$ cat src/design/float_to_pcm16_converter_unit_macros.svh
// assertion macros for the float to pcm16 converter
`ifndef FLOAT_TO_PCM16_CONVERTER_UNIT_MACROS_SVH
`define FLOAT_TO_PCM16_CONVERTER_UNIT_MACROS_SVH

// same-cycle implication
`define F2P_ASSERT_NOW(label, clk, rst, ante, cons) \
  label: assert property (@(posedge clk) disable iff (rst) (ante) |-> (cons)) \
    else $error("f2p assertion failed");

// next-cycle implication
`define F2P_ASSERT_NEXT(label, clk, rst, ante, cons) \
  label: assert property (@(posedge clk) disable iff (rst) (ante) |=> (cons)) \
    else $error("f2p assertion failed");

`endif

$ cat src/design/f2p_pkg.sv
// ---------------------------------------------------------------------------
// f2p_pkg
// shared types and constants of the float to pcm16 converter
// ---------------------------------------------------------------------------
package f2p_pkg;

  localparam logic [7:0]  EXP_ALL_ONES = 8'hFF;
  localparam logic [7:0]  EXP_ONE      = 8'd127;  // biased exponent of 1.0
  localparam logic [7:0]  EXP_HALF     = 8'd126;
  localparam logic [6:0]  SHIFT_CAP    = 7'd42;
  localparam logic [27:0] ONE_FX       = 28'h400_0000;  // 1.0 at 2^-26
  localparam logic [15:0] PCM_MAX      = 16'h7FFF;
  localparam logic [15:0] PCM_MIN      = 16'h8000;

  typedef struct packed {
    logic [15:0] pcm_sample;
    logic        clipped;
  } f2p_res_t;

endpackage

$ cat src/design/f2p_if.sv
// ---------------------------------------------------------------------------
// f2p_in_if / f2p_out_if
// valid/ready channels of the float to pcm16 converter
// ---------------------------------------------------------------------------
interface f2p_in_if;
  logic        valid;
  logic        ready;
  logic [31:0] sample_bits;
  logic        block_end;

  modport source (output valid, output sample_bits, output block_end, input ready);
  modport sink   (input valid, input sample_bits, input block_end, output ready);
endinterface

interface f2p_out_if;
  logic               valid;
  logic               ready;
  logic signed [15:0] pcm_sample;
  logic               clipped;
  logic               block_end_out;

  modport source (output valid, output pcm_sample, output clipped,
                  output block_end_out, input ready);
  modport sink   (input valid, input pcm_sample, input clipped,
                  input block_end_out, output ready);
endinterface

$ cat src/design/float_to_pcm16_converter_unit.sv
// a sample word passes through the input register and then the result register before its pcm word is offered
// throughput: one word per cycle while the output word is being taken, set by the single conversion stage
// input register feeds the converter, the result register holds the pcm word
// a full pipeline still takes a word whenever the output word is being taken
// reset (rst, synchronous, active high) empties both stages; no other state
// ---------------------------------------------------------------------------
// float_to_pcm16_converter_unit
// binary32 audio sample to signed 16-bit pcm, with clip flag and block mark
// ---------------------------------------------------------------------------
`include "float_to_pcm16_converter_unit_macros.svh"

module float_to_pcm16_converter_unit (
  input  logic       clk,
  input  logic       rst,
  f2p_in_if.sink     samples,
  f2p_out_if.source  pcm
);

  // input stage
  logic        s1_valid;
  logic [31:0] s1_bits;
  logic        s1_end;
  // result stage
  logic        s2_valid;
  f2p_pkg::f2p_res_t s2_res;
  logic        s2_end;

  f2p_pkg::f2p_res_t conv_res;
  logic        s2_load;
  logic        s1_load;

  // result stage refills when empty or when its word leaves now
  assign s2_load = !s2_valid || pcm.ready;
  // input stage takes a word when empty or when it moves on
  assign s1_load = !s1_valid || s2_load;
  assign samples.ready = s1_load;

  f2p_conv u_conv (
    .sample_bits (s1_bits),
    .res         (conv_res)
  );

  always_ff @(posedge clk) begin
    if (rst) begin
      s1_valid <= 1'b0;
      s2_valid <= 1'b0;
    end else begin
      if (s1_load) s1_valid <= samples.valid;
      if (s2_load) s2_valid <= s1_valid;
    end
  end

  // payload registers, no reset
  always_ff @(posedge clk) begin
    if (s1_load && samples.valid) begin
      s1_bits <= samples.sample_bits;
      s1_end  <= samples.block_end;
    end
    if (s2_load && s1_valid) begin
      s2_res <= conv_res;
      s2_end <= s1_end;
    end
  end

  assign pcm.valid         = s2_valid;
  assign pcm.pcm_sample    = s2_res.pcm_sample;
  assign pcm.clipped       = s2_res.clipped;
  assign pcm.block_end_out = s2_end;

  // an accepted word always lands in the input stage
  `F2P_ASSERT_NEXT(a_accept_lands, clk, rst, samples.valid && samples.ready, s1_valid)
  // a word in the input stage is never overwritten while it waits
  `F2P_ASSERT_NOW(a_no_overrun, clk, rst, s1_valid && !s2_load, !samples.ready)
  // a clipped word sits at one end of the range
  `F2P_ASSERT_NOW(a_clip_ends, clk, rst, pcm.valid && pcm.clipped,
    pcm.pcm_sample == f2p_pkg::PCM_MAX || pcm.pcm_sample == f2p_pkg::PCM_MIN)

endmodule

$ cat src/design/f2p_conv.sv
// ---------------------------------------------------------------------------
// f2p_conv
// combinational binary32 + 1.0 rounding, scale, truncate and clamp
// ---------------------------------------------------------------------------
module f2p_conv (
  input  logic [31:0]       sample_bits,
  output f2p_pkg::f2p_res_t res
);

  logic        neg;
  logic [7:0]  bexp;
  logic [23:0] mant;
  logic [6:0]  k;
  logic [65:0] shifted;
  logic [25:0] xv;
  logic        sticky;
  logic [27:0] s;
  logic        sum_lt_one;
  logic [25:0] q;
  logic        rup;
  logic [25:0] qr;
  logic [16:0] t_far;
  logic [26:0] mshift;
  logic [26:0] ov;
  logic [16:0] t_near;
  logic        near_neg;
  logic [16:0] tval;
  logic        lo;
  logic        hi;

  always_comb begin
    neg  = sample_bits[31];
    bexp = sample_bits[30:23];
    mant = {bexp != 8'd0, sample_bits[22:0]};

    // right shift that aligns the addend to units of 2^-26
    if (bexp == 8'd0) begin
      k = f2p_pkg::SHIFT_CAP;
    end else if (bexp <= (f2p_pkg::EXP_HALF - 8'(f2p_pkg::SHIFT_CAP))) begin
      k = f2p_pkg::SHIFT_CAP;
    end else begin
      k = 7'(f2p_pkg::EXP_HALF - bexp);
    end
    shifted = {mant, 2'b00, 40'd0} >> k;
    xv      = shifted[65:40];
    sticky  = |shifted[39:0];

    if (!neg) begin
      s = f2p_pkg::ONE_FX + {2'b00, xv};
    end else begin
      s = f2p_pkg::ONE_FX - {2'b00, xv} - {27'd0, sticky};
    end
    sum_lt_one = (s[27:26] == 2'b00);

    // round to 24 significant bits, nearest even
    if (sum_lt_one) begin
      q   = s[27:2];
      rup = s[1] & (s[0] | sticky | q[0]);
    end else begin
      q   = {1'b0, s[27:3]};
      rup = s[2] & ((|s[1:0]) | sticky | q[0]);
    end
    qr = q + {25'd0, rup};
    if (sum_lt_one) begin
      t_far = 17'(qr >> 9);
    end else begin
      t_far = 17'(qr >> 8);
    end

    // negative samples in [0.5, 2): the sum is exact
    if (bexp == f2p_pkg::EXP_ONE) begin
      mshift = {mant, 3'b000};
    end else begin
      mshift = {1'b0, mant, 2'b00};
    end
    near_neg = 1'b0;
    ov       = 27'd0;
    if (mshift <= f2p_pkg::ONE_FX[26:0]) begin
      t_near = 17'((f2p_pkg::ONE_FX[26:0] - mshift) >> 11);
    end else begin
      ov       = mshift - f2p_pkg::ONE_FX[26:0];
      t_near   = 17'd0;
      near_neg = (ov >= 27'd2048);
    end

    lo   = 1'b0;
    hi   = 1'b0;
    tval = t_far;
    if (bexp == f2p_pkg::EXP_ALL_ONES) begin
      if (neg || (sample_bits[22:0] != 23'd0)) lo = 1'b1;
      else hi = 1'b1;
    end else if (!neg && (bexp >= f2p_pkg::EXP_ONE)) begin
      hi = 1'b1;
    end else if (neg && (bexp > f2p_pkg::EXP_ONE)) begin
      lo = 1'b1;
    end else if (neg && (bexp >= f2p_pkg::EXP_HALF)) begin
      lo   = near_neg;
      tval = t_near;
    end else begin
      hi = tval[16];
    end

    res.clipped = lo | hi;
    if (lo) begin
      res.pcm_sample = f2p_pkg::PCM_MIN;
    end else if (hi) begin
      res.pcm_sample = f2p_pkg::PCM_MAX;
    end else begin
      res.pcm_sample = tval[15:0] ^ f2p_pkg::PCM_MIN;
    end
  end

endmodule
$ cat src/flat_wrapper.sv
// flat-port wrapper written by rule: the top's interface ports become plain ports
module float_to_pcm16_converter_unit_flat 
  (clk, rst, samples_valid, samples_sample_bits, samples_block_end, samples_ready, pcm_valid, pcm_pcm_sample, pcm_clipped, pcm_block_end_out, pcm_ready);
  f2p_in_if samples_i ();
  f2p_out_if pcm_i ();
  input  logic clk;
  input  logic rst;
  input wire logic [$bits(samples_i.valid)-1:0] samples_valid;
  input wire logic [$bits(samples_i.sample_bits)-1:0] samples_sample_bits;
  input wire logic [$bits(samples_i.block_end)-1:0] samples_block_end;
  output wire logic [$bits(samples_i.ready)-1:0] samples_ready;
  output wire logic [$bits(pcm_i.valid)-1:0] pcm_valid;
  output wire logic [$bits(pcm_i.pcm_sample)-1:0] pcm_pcm_sample;
  output wire logic [$bits(pcm_i.clipped)-1:0] pcm_clipped;
  output wire logic [$bits(pcm_i.block_end_out)-1:0] pcm_block_end_out;
  input wire logic [$bits(pcm_i.ready)-1:0] pcm_ready;
  assign samples_i.valid = samples_valid;
  assign samples_i.sample_bits = samples_sample_bits;
  assign samples_i.block_end = samples_block_end;
  assign samples_ready = samples_i.ready;
  assign pcm_valid = pcm_i.valid;
  assign pcm_pcm_sample = pcm_i.pcm_sample;
  assign pcm_clipped = pcm_i.clipped;
  assign pcm_block_end_out = pcm_i.block_end_out;
  assign pcm_i.ready = pcm_ready;
  float_to_pcm16_converter_unit u_core (.clk(clk), .rst(rst), .samples(samples_i), .pcm(pcm_i));
endmodule
$ cat config.mk
export PLATFORM = sky130hd
export DESIGN_NAME = float_to_pcm16_converter_unit_flat
export DESIGN_NICKNAME = d
export VERILOG_FILES = /design/src/design/f2p_pkg.sv /design/src/design/f2p_if.sv /design/src/design/float_to_pcm16_converter_unit.sv /design/src/design/f2p_conv.sv /design/src/flat_wrapper.sv
export VERILOG_INCLUDE_DIRS = /design/src /design/src/design
export SDC_FILE = /design/constraint.sdc
export NUM_CORES = 1
export LEC_CHECK = 0
export ABC_AREA = 1
export BUFFER_PORTS_ARGS = -buffer_cell sky130_fd_sc_hd__buf_4
export CORE_MARGIN = 5
export CORE_UTILIZATION = 55
export CTS_BUF_LIST = sky130_fd_sc_hd__clkbuf_8
export CTS_CLUSTER_DIAMETER = 30
export DETAILED_ROUTE_END_ITERATION = 7
export PLACE_DENSITY = 0.79
export SLEW_MARGIN = 10
export SYNTH_ARGS = -nofsm -noshare
export SYNTH_HDL_FRONTEND = slang
export SYNTH_SLANG_ARGS = --single-unit
export TNS_END_PERCENT = 30
$ cat constraint.sdc
create_clock -name clk -period 12.9 [get_ports clk]
set_input_delay 2.58 -clock clk [delete_from_list [all_inputs] [get_ports clk]]
set_output_delay 2.58 -clock clk [all_outputs]
set_load 0.03 [all_outputs]
**After elaboration in Yosys (flattened, before gate mapping)**

Index checks and enable logic that the tools add are counted.

- Shift-type cells: 1
- $lt $le $gt $ge: 6
- Add/sub/neg operators: 7
- Equal/unequal tests: 2
- Bitwise gates (word level): 8
- Reduce and logical (&&, ||, !) cells: 17
- Muxes and demuxes: 24

Operators by type and width:

| operator | count |
|---|---|
| 16-bit 2-to-1 mux | 6 |
| 66-bit by 7-bit >> shifter with 66-bit output | 1 |
| 40-bit OR reduction | 1 |
| 27-bit by 26-bit adder with 28-bit output (first input constant) | 1 |
| 28-bit 2-to-1 mux | 1 |
| 27-bit by 26-bit subtractor with 28-bit output (first input constant) | 1 |
| 28-bit by 1-bit subtractor with 28-bit output | 1 |
| 27-bit by 12-bit greater-or-equal comparator with 1-bit output (second input constant) | 1 |
| 27-bit <= comparator (second input constant) | 1 |
| 27-bit 2-to-1 mux | 1 |
| 27-bit subtractor (first input constant) | 1 |
| 27-bit subtractor (second input constant) | 1 |
| 26-bit by 1-bit adder with 26-bit output | 1 |
| 26-bit 2-to-1 mux | 1 |
| 23-bit nonzero test | 1 |
| 17-bit 2-to-1 mux | 1 |
| 8-bit by 7-bit greater-or-equal comparator with 1-bit output (second input constant) | 2 |
| 7-bit 2-to-1 mux | 2 |
| 1-bit 2-to-1 mux | 12 |
| 8-bit by 7-bit == test with 1-bit output (second input constant) | 1 |
| 8-bit == test (second input constant) | 1 |
| 8-bit by 7-bit > comparator with 1-bit output (second input constant) | 1 |
| 8-bit by 7-bit <= comparator with 1-bit output (second input constant) | 1 |
| 8-bit logical NOT | 1 |
| other kinds (10) | 23 |

- Register bits after elaboration: 53
- Input port bits: 37
- Logic and storage cells: 72

**Depth between registers and ports, before layout**

Gate-level depths: netlist of the first run.

- Word-level depth: 20
- Mapped depth: 54
- Depth with buffers taken out: 53

**Cells and area by module**

Synthesis of the first run repeated with hierarchy kept, for this count alone.

- Cell total of the unflattened synthesis: 1297
- Area total of the unflattened synthesis: 7703.6 µm²

Modules (own cells, without submodules):

| module | area an instance (µm²) | cells an instance | instances |
|---|---|---|---|
| f2p_conv | 6080.8 | 1234 | 1 |
| float_to_pcm16_converter_unit | 1622.8 | 63 | 1 |

**Least setup slack after synthesis of the first run**

OpenSTA, ideal clock, no wires.

- Path type: register to register
- Start: reg u_core.s1_bits[23]
- End: reg u_core.s2_res, in the netlist u_core.pcm.pcm_sample[10] (data pin)
- Stages on the path, launching flop included: 51
- Arrival: 5921 ps
- Library setup time: 255 ps
- Data required time: 12645 ps
- Path slack: 6723 ps
- Cells stage by stage: edfxtp_1 -> inv_1 -> ha_1 -> inv_1 -> nor2_1 -> nand2_4 -> nand3_4 -> buf_6 -> buf_6 -> nand2_1 -> o21ai_1 -> nand2_1 -> o21ai_1 -> nand2_1 -> o21ai_1 -> inv_2 -> o21ai_1 -> nand4_1 -> [... 15 more ...] -> a21oi_1 -> xor2_1 -> nand2_1 -> o21ai_0 -> inv_1 -> nand3_1 -> nand2_2 -> nand2_1 -> nor2_2 -> nand2_2 -> nor2_4 -> nand3_1 -> nand3_1 -> nand2_2 -> nand2_4 -> nand2_4 -> nor2_1 -> nor2_1

- Cells in the longest elaborated chain, start to end: 19
- Elaborated cells between the ends (all ways): 52

RTL lines:

| item | line | RTL |
|---|---|---|
| start, declared | float_to_pcm16_converter_unit.sv:21 | `logic [31:0] s1_bits;` |
| start signal, assigned | float_to_pcm16_converter_unit.sv:56 | `s1_bits <= samples.sample_bits;` |
| 7-bit subtractor or 8-bit by 7-bit <= comparator with 1-bit output (tied branches) | f2p_conv.sv:42, f2p_conv.sv:39 |  |
| 7-bit 2-to-1 mux | f2p_conv.sv:39 | `end else if (bexp <= (f2p_pkg::EXP_HALF - 8'(f2p_pkg::SHIFT_CAP))) begin` |
| 7-bit 2-to-1 mux | f2p_conv.sv:37 | `if (bexp == 8'd0) begin` |
| 66-bit by 7-bit >> shifter with 66-bit output | f2p_conv.sv:44 | `shifted = {mant, 2'b00, 40'd0} >> k;` |
| 27-bit by 26-bit subtractor with 28-bit output or 40-bit OR reduction (tied branches) | f2p_conv.sv:51, f2p_conv.sv:46 |  |
| 28-bit by 1-bit subtractor with 28-bit output | f2p_conv.sv:51 | `s = f2p_pkg::ONE_FX - {2'b00, xv} - {27'd0, sticky};` |
| 28-bit 2-to-1 mux | f2p_conv.sv:48 | `if (!neg) begin` |
| 2-bit OR reduction | f2p_conv.sv:61 | `rup = s[2] & ((\|s[1:0]) \| sticky \| q[0]);` |
| [... 3 more ...] | n/a |  |
| 1-bit 2-to-1 mux | f2p_conv.sv:56 | `if (sum_lt_one) begin` |
| 26-bit by 1-bit adder with 26-bit output | f2p_conv.sv:63 | `qr = q + {25'd0, rup};` |
| 17-bit 2-to-1 mux | f2p_conv.sv:64 | `if (sum_lt_one) begin` |
| 16-bit 2-to-1 mux or 1-bit 2-to-1 mux (tied branches) | f2p_conv.sv:96 | `end else if (neg && (bexp >= f2p_pkg::EXP_HALF)) begin` |
| 16-bit 2-to-1 mux or 1-bit 2-to-1 mux (tied branches) | f2p_conv.sv:94 | `end else if (neg && (bexp > f2p_pkg::EXP_ONE)) begin` |
| 16-bit 2-to-1 mux or 1-bit 2-to-1 mux (tied branches) | f2p_conv.sv:92 | `end else if (!neg && (bexp >= f2p_pkg::EXP_ONE)) begin` |
| 16-bit 2-to-1 mux or 1-bit 2-to-1 mux (tied branches) | f2p_conv.sv:89 | `if (bexp == f2p_pkg::EXP_ALL_ONES) begin` |
| 16-bit 2-to-1 mux | f2p_conv.sv:106 | `end else if (hi) begin` |
| end signal, assigned | float_to_pcm16_converter_unit.sv:60 | `s2_res <= conv_res;` |
| end, declared | float_to_pcm16_converter_unit.sv:25 | `f2p_pkg::f2p_res_t s2_res;` |

Parallel ways exist; a longest one is shown, timed or not.
A chain may end at the register's enable or synchronous reset.

**Final worst setup path of the first run**

Ends and elaborated chain as after synthesis.

==> results.json, run 1 <==
{
  "timing.setup.tns_ns": 0,
  "postSynthNetCount": 1424,
  "clock-root-buffer": "sky130_fd_sc_hd__clkbuf_8",
  "power_uw": 889,
  "drtAntennaViolNets": 0,
  "crit_fanout": 30,
  "antennaDiodeCount": 0,
  "grt_antenna_before_repair": 0,
  "1st_iter_drt_viols": 835,
  "start_kind": "flop",
  "worst_path_largest_cell_delay_ns": 0.70,
  "fin_crit_ns": 8.03,
  "fillerInstances": 1443,
  "cts_repair_resize_count": 0,
  "die_w_um": 130,
  "synthToLayoutAreaGrowth_pct": 6.67,
  "num-nets-final": 1450,
  "synthesis.yosys.warnings": 0,
  "layout_commonest_cell": "sky130_fd_sc_hd__nand2_1",
  "tritoncts_num_sinks": 53,
  "max_slew.worst_pin.slew_ns": 0.818,
  "cts-htree-levels": 2,
  "clk_pin_slew_ns": 0.10,
  "netlist.top_cell.by_area": "sky130_fd_sc_hd__nand2_1",
  "final_hold_viol_count": 0,
  "total_wirelength_of_the_detailed_routed_design_mm": 22.9,
  "globalRouteOverflowTotal": 0,
  "postSynthCellCount": 1355,
  "grt_setup_unrepaired": "no",
  "ir_drop_mv": 0.0557,
  "slew-limit-headroom_pct": 45.4,
  "die_h_um": 130,
  "vias": 8865,
  "syn_area_um2": 7900,
  "clock_insertion_delay_worst_skew_ns": 0.33,
  "drive_above_1_share_pct": 10.8,
  "most-common-layout-cells": "sky130_fd_sc_hd__nand2_1, sky130_fd_sc_hd__nand3_1, sky130_fd_sc_hd__inv_1, sky130_fd_sc_hd__nor2_1, sky130_fd_sc_hd__buf_4",
  "synth_flop_cell": "sky130_fd_sc_hd__edfxtp_1",
  "synth_largest_type_area_fraction_pct": 21.0,
  "clockBufferDepth": 2,
  "placement_rows": 43,
  "detail_route.drc_violations": 0,
  "setup_viol_count_final": 0,
  "design.die.area_um2": 16900,
  "timing.critical_path.mode_cell": "sky130_fd_sc_hd__nand2_1",
  "synth_area_leaders": "sky130_fd_sc_hd__nand2_1, sky130_fd_sc_hd__edfxtp_1, sky130_fd_sc_hd__nand3_1",
  "number_of_enable_flip_flop_cells_after_synthesis": 51,
  "initial_utilization_pct": 56.5,
  "via_per_inst": 5.68,
  "hold_buffers": 0,
  "finalWeightedCongestion": 0.974,
  "cell_type_of_the_slowest_stage_on_the_worst_timing_path": "sky130_fd_sc_hd__edfxtp_1",
  "fmax_mhz": 124,
  "drt_pre_antenna_iters": 7,
  "routedWlPerCell_um": 14.6,
  "cellPowerDensity_nw_per_um2": 105,
  "ys_seq_elements": 53,
  "cts_setup_buffers": 0,
  "hp-class": "flop to flop",
  "grt_pass1_wl_mm": 37.1,
  "finalClockSkew_ns": 0.00847,
  "timing.critical_path.to_type": "flop",
  "worst-setup-path-type": "flop to flop",
  "grt_start_max_net_pins": 67,
  "grt_pass1_vias": 7912,
  "asyncSetResetFlopFracSynth_pct": 0,
  "number_of_cts_inserted_buffers": 5,
  "cp_data_arrival_time_ns": 8.12,
  "static_leak_uw": 0.00427,
  "syn_avg_cell_area_um2": 5.83,
  "cts_tree": "yes",
  "cp_data_required_time_ns": 12.99,
  "i_o_pin_count": 57,
  "final_max_slew_viol_count": 0,
  "synth.lib_cells_used.distinct": 55,
  "grt_util_all_layers_pct": 27.0,
  "max-cap-violations": 0,
  "post-dp-hpwl_mm": 18.7,
  "synth.yosys.seq_area_share_pct": 19.9,
  "placement.io_buffers": 56,
  "fraction_of_the_cycle_the_final_worst_path_needs_pct": 62.3,
  "fp.coreArea_um2": 14000,
  "status": "finished, final reports clean"
}
==> critical path: cells and delay by family (launching register included) <==
kind,cells,cell delay (ns)
adder cells (fa/ha/maj),4,0.82
buffers and inverters,8,1.15
multiplexers,1,0.29
AND/OR/NAND/NOR,29,3.93
AO/OA/AOI/OAI,5,0.95
flip-flops,1,0.70
==> final timing paths <==
kind | startpoint | end | slack, ns | depth (start not counted)
setup reg to reg | u_core.s1_bits[23]$_DFFE_PP_ | u_core.pcm.pcm_sample[10]$_SDFFCE_PP0P_ | 4.87 | 47
hold / removal | u_core.s1_end$_DFFE_PP_ | u_core.pcm.block_end_out$_DFFE_PP_ | 0.44 | 0
setup / recovery | u_core.s1_bits[23]$_DFFE_PP_ | u_core.pcm.pcm_sample[10]$_SDFFCE_PP0P_ | 4.87 | 47
hold reg to reg | u_core.s1_end$_DFFE_PP_ | u_core.pcm.block_end_out$_DFFE_PP_ | 0.44 | 0
==> cell usage after synthesis, types with 3 or more instances <==
master and count:
sky130_fd_sc_hd__o31ai_1 3, sky130_fd_sc_hd__nor3_1 9, sky130_fd_sc_hd__and2_1 3, sky130_fd_sc_hd__nor4_1 10, sky130_fd_sc_hd__buf_1 3, sky130_fd_sc_hd__xor2_1 11
sky130_fd_sc_hd__inv_2 24, sky130_fd_sc_hd__nor2_2 8, sky130_fd_sc_hd__a31oi_1 7, sky130_fd_sc_hd__nand2_1 441, sky130_fd_sc_hd__o21ai_1 45, sky130_fd_sc_hd__or2_2 5
sky130_fd_sc_hd__nand2_2 9, sky130_fd_sc_hd__o21bai_1 6, sky130_fd_sc_hd__inv_1 152, sky130_fd_sc_hd__a21oi_1 49, sky130_fd_sc_hd__edfxtp_1 51, sky130_fd_sc_hd__ha_1 32
sky130_fd_sc_hd__mux2i_1 5, sky130_fd_sc_hd__nor2_1 139, sky130_fd_sc_hd__nand3_1 157, sky130_fd_sc_hd__nand3_2 11, sky130_fd_sc_hd__o211ai_1 8, sky130_fd_sc_hd__buf_4 7
sky130_fd_sc_hd__nand3_4 3, sky130_fd_sc_hd__xnor2_1 4, sky130_fd_sc_hd__clkbuf_1 14, sky130_fd_sc_hd__nor2_4 7, sky130_fd_sc_hd__nand3b_1 6, sky130_fd_sc_hd__buf_2 11
sky130_fd_sc_hd__nand4_1 22, sky130_fd_sc_hd__o21ai_0 52, sky130_fd_sc_hd__nand2_4 5, sky130_fd_sc_hd__buf_6 8
==> state kept, by name, summed over array words and instances (netlist names) <==
| signal | cells |
|---|---|
| u_core.pcm.valid | 1 |
| u_core.s1_valid | 1 |
| u_core.pcm.block_end_out | 1 |
| u_core.pcm.clipped | 1 |
| u_core.s1_end | 1 |
| u_core.s1_bits | 32 |
| u_core.pcm.pcm_sample | 16 |
==> per-layer routing <==
metal | wire length (µm) | part of all wire (%) | track usage (%) | up-vias
met2 | 10900 | 48 | 47.3 | 310
met4 | 587 | 2.6 | 6.91 | 0
li1 | - | - | - | 4496
met3 | 1330 | 5.8 | 2.66 | 42
met5 | 0 | 0 | 0 | -
met1 | 10000 | 44 | 35.8 | 4017
==> kinds of logic after synthesis <==
| kind of cell | count (synthesis) | share of synthesized area, % |
|---|---|---|
| mux | 5 | 0.634 |
| fa+ha+maj | 32 | 5.07 |
| buf+inv | 220 | 11.7 |
| xor+xnor | 15 | 1.66 |
| simple gates | 842 | 47.7 |
| flops | 53 | 19.9 |
| compound gates | 188 | 13.4 |
==> power by group <==
group	internal (µW)	total (µW)	switching (µW)
Combinational	183	572	388
Clock	40.7	102	61.6
Sequential	207	215	8.01
Total	431	889	458
==> area by class of cell <==
type	instances	area [µm²]	area share, %
multi-input combinational	1082	5400	64.1
sequential	53	1570	18.6
inverter	177	664	7.88
timing repair buffer	62	465	5.52
tap	180	225	2.67
clock buffer	5	68.8	0.817
clock inverter	3	28.8	0.341
==> per-stage QoR <==
step	utilization [%]	hold slack, ns	std cells	setup slack [ns]	instance area (µm²)
after CTS	60.2	0.434	1562	4.95	8430
after global routing	60.2	0.438	1562	3.91	8430
final	60.2	0.437	1562	4.87	8430
after detailed placement	59.5	0.412	1554	4.98	8330
after floorplan	-	0.400	1355	6.72	7900
after global placement	59.5	0.409	1554	5.25	8330
Power figures use the tool's default switching activity.
==> inputs of run 2 (changes only) <==
PLACE_DENSITY = 0.82   (was 0.79)
clock period = 6.75 ns   (was 12.9 ns; I/O delays follow)
==> results.json, run 2 (synthesized netlist as in run 1, its figures left out) <==
{
  "status": "finished, final reports clean",
  "timing.setup.tns_ns": 0,
  "die_h_um": 130,
  "final_hold_viol_count": 0,
  "cts-htree-levels": 2,
  "fin_crit_ns": 6.44,
  "fin_cells": 1615,
  "clk_pin_slew_ns": 0.12,
  "design.die.area_um2": 16900,
  "ir_drop_mv": 0.111,
  "1st_iter_drt_viols": 1030,
  "placedCellCount": 1575,
  "crit-reg2reg-launch": "u_core.s1_bits[28]$_DFFE_PP_",
  "static_leak_uw": 0.00464,
  "synthToLayoutAreaGrowth_pct": 18.0,
  "initial_utilization_pct": 56.5,
  "reg2reg_slack_ns": 0.31,
  "globalRouteOverflowTotal": 0,
  "clock-root-buffer": "sky130_fd_sc_hd__clkbuf_8",
  "most-common-layout-cells": "sky130_fd_sc_hd__nand2_1, sky130_fd_sc_hd__nand3_1, sky130_fd_sc_hd__inv_1, sky130_fd_sc_hd__nor2_1, sky130_fd_sc_hd__buf_4",
  "grt_pass1_wl_mm": 37.4,
  "cell_type_of_the_slowest_stage_on_the_worst_timing_path": "sky130_fd_sc_hd__edfxtp_1",
  "worst_hold_path.num_cells": 0,
  "i_o_pin_count": 57,
  "holdPathEnd": "u_core.pcm.block_end_out$_DFFE_PP_",
  "register_area_um2": 1570,
  "slew-limit-headroom_pct": 49.2,
  "worstRegToRegCells": 48,
  "post-route-worst-setup-slack_ns": 0.311,
  "setup_viol_count_final": 0,
  "placement.io_buffers": 56,
  "drive_above_1_share_pct": 18.3,
  "via_per_inst": 5.76,
  "num-nets-final": 1503,
  "placement_rows": 43,
  "drtAntennaViolNets": 0,
  "timing.critical_path.mode_cell": "sky130_fd_sc_hd__nand3_1",
  "fmax_mhz": 155,
  "number_of_cts_inserted_buffers": 5,
  "largest_register_ffs": 32,
  "fp.coreArea_um2": 14000,
  "crit_fanout": 21,
  "routedWlPerCell_um": 15.2,
  "hp-class": "flop to flop",
  "final_cell_area_um2": 9320,
  "grt_pass1_vias": 8112,
  "detail_route.drc_violations": 0,
  "tritoncts_num_sinks": 53,
  "finalWeightedCongestion": 0.984,
  "die_w_um": 130,
  "vias": 9310,
  "drt_pre_antenna_iters": 6,
  "fillerInstances": 1250,
  "layout_commonest_cell": "sky130_fd_sc_hd__nand2_1",
  "post-place-ws_ns": -0.227,
  "finalClockSkew_ns": 0.0192,
  "cellPowerDensity_nw_per_um2": 203,
  "cts_tree": "yes",
  "cp_data_required_time_ns": 6.84,
  "max_flop_register": "u_core.s1_bits",
  "total_wirelength_of_the_detailed_routed_design_mm": 24.5,
  "worst-setup-path-type": "flop to flop",
  "hp-start": "u_core.s1_end$_DFFE_PP_",
  "r2r_end": "u_core.pcm.pcm_sample[9]$_SDFFCE_PP0P_",
  "grt_start_max_net_pins": 43,
  "post-dp-hpwl_mm": 18.9,
  "final_max_slew_viol_count": 0,
  "max-cap-violations": 0,
  "timing.critical_path.to_type": "flop",
  "start_kind": "flop",
  "max_slew.worst_pin.slew_ns": 0.762,
  "detailed_place.area_um2": 8510,
  "clock_insertion_delay_worst_skew_ns": 0.33,
  "clockBufferDepth": 2,
  "grt_util_all_layers_pct": 27.1,
  "multi_input_comb_area_um2": 5720,
  "fraction_of_the_cycle_the_final_worst_path_needs_pct": 95.4,
  "cp_data_arrival_time_ns": 6.53,
  "worst_path_largest_cell_delay_ns": 0.48,
  "finalCoreUtilization_pct": 66.6,
  "antennaDiodeCount": 0,
  "grt_antenna_before_repair": 0
}
-- run 2: timing repair --
action,4_1_cts,5_1_grt
pin swaps,0,34
resized for setup,5,96
setup buffers,0,25
cloned,0,7
hold buffers,0,0
endpoints found under the setup margin,17,17
-- run 2: worst max-delay path: cells and delay by family, from the launching register on --
kind,cells,cell delay [ns]
buf+inv,9,1.05
fa+ha+maj,3,0.57
compound gates,5,0.92
flops,1,0.48
simple gates,31,3.17
-- run 2: per-layer routing --
| layer | up-vias | global-route usage [%] | part of all wire (%) |
|---|---|---|---|
| met4 | 0 | 8.37 | 3.4 |
| li1 | 4632 | - | - |
| met2 | 441 | 47.4 | 49 |
| met1 | 4167 | 35.0 | 41 |
| met3 | 70 | 3.36 | 7.1 |
| met5 | - | 0 | 0 |
-- run 2: area by class of cell --
cell class                      count  area share [%]
Timing Repair Buffer              114            11.0
Clock buffer                        5           0.738
Inverter                          177            7.29
Clock inverter                      3           0.269
Tap cell                          180            2.42
Multi-Input combinational cell   1083            61.4
Sequential cell                    53            16.9
-- run 2: report_power, final --
part | internal (µW) | switching, µW
Sequential | 395 | 14.8
Clock | 75.3 | 122
Combinational | 463 | 817
Total | 933 | 954
-- run 2: worst max path at each step --
stage                                       startpoint                                      end  cells after the start
after floorplan           u_core.s1_bits[23]$_DFFE_PP_  u_core.pcm.pcm_sample[10]$_SDFFCE_PP0P_                     50
after global placement    u_core.s1_bits[30]$_DFFE_PP_  u_core.pcm.pcm_sample[11]$_SDFFCE_PP0P_                     42
after detailed placement  u_core.s1_bits[30]$_DFFE_PP_   u_core.pcm.pcm_sample[9]$_SDFFCE_PP0P_                     42
after CTS                 u_core.s1_bits[23]$_DFFE_PP_   u_core.pcm.pcm_sample[9]$_SDFFCE_PP0P_                     48
after global routing      u_core.s1_bits[28]$_DFFE_PP_   u_core.pcm.pcm_sample[6]$_SDFFCE_PP0P_                     50
final                     u_core.s1_bits[28]$_DFFE_PP_   u_core.pcm.pcm_sample[9]$_SDFFCE_PP0P_                     48
-- run 2: stage by stage --
step | hold slack (ns) | total power [µW]
floorplan | 0.400 | 1280
global placement | 0.410 | 1500
global route | 0.454 | 2050
CTS | 0.443 | 1710
finish | 0.439 | 1890
detailed placement | 0.414 | 1510
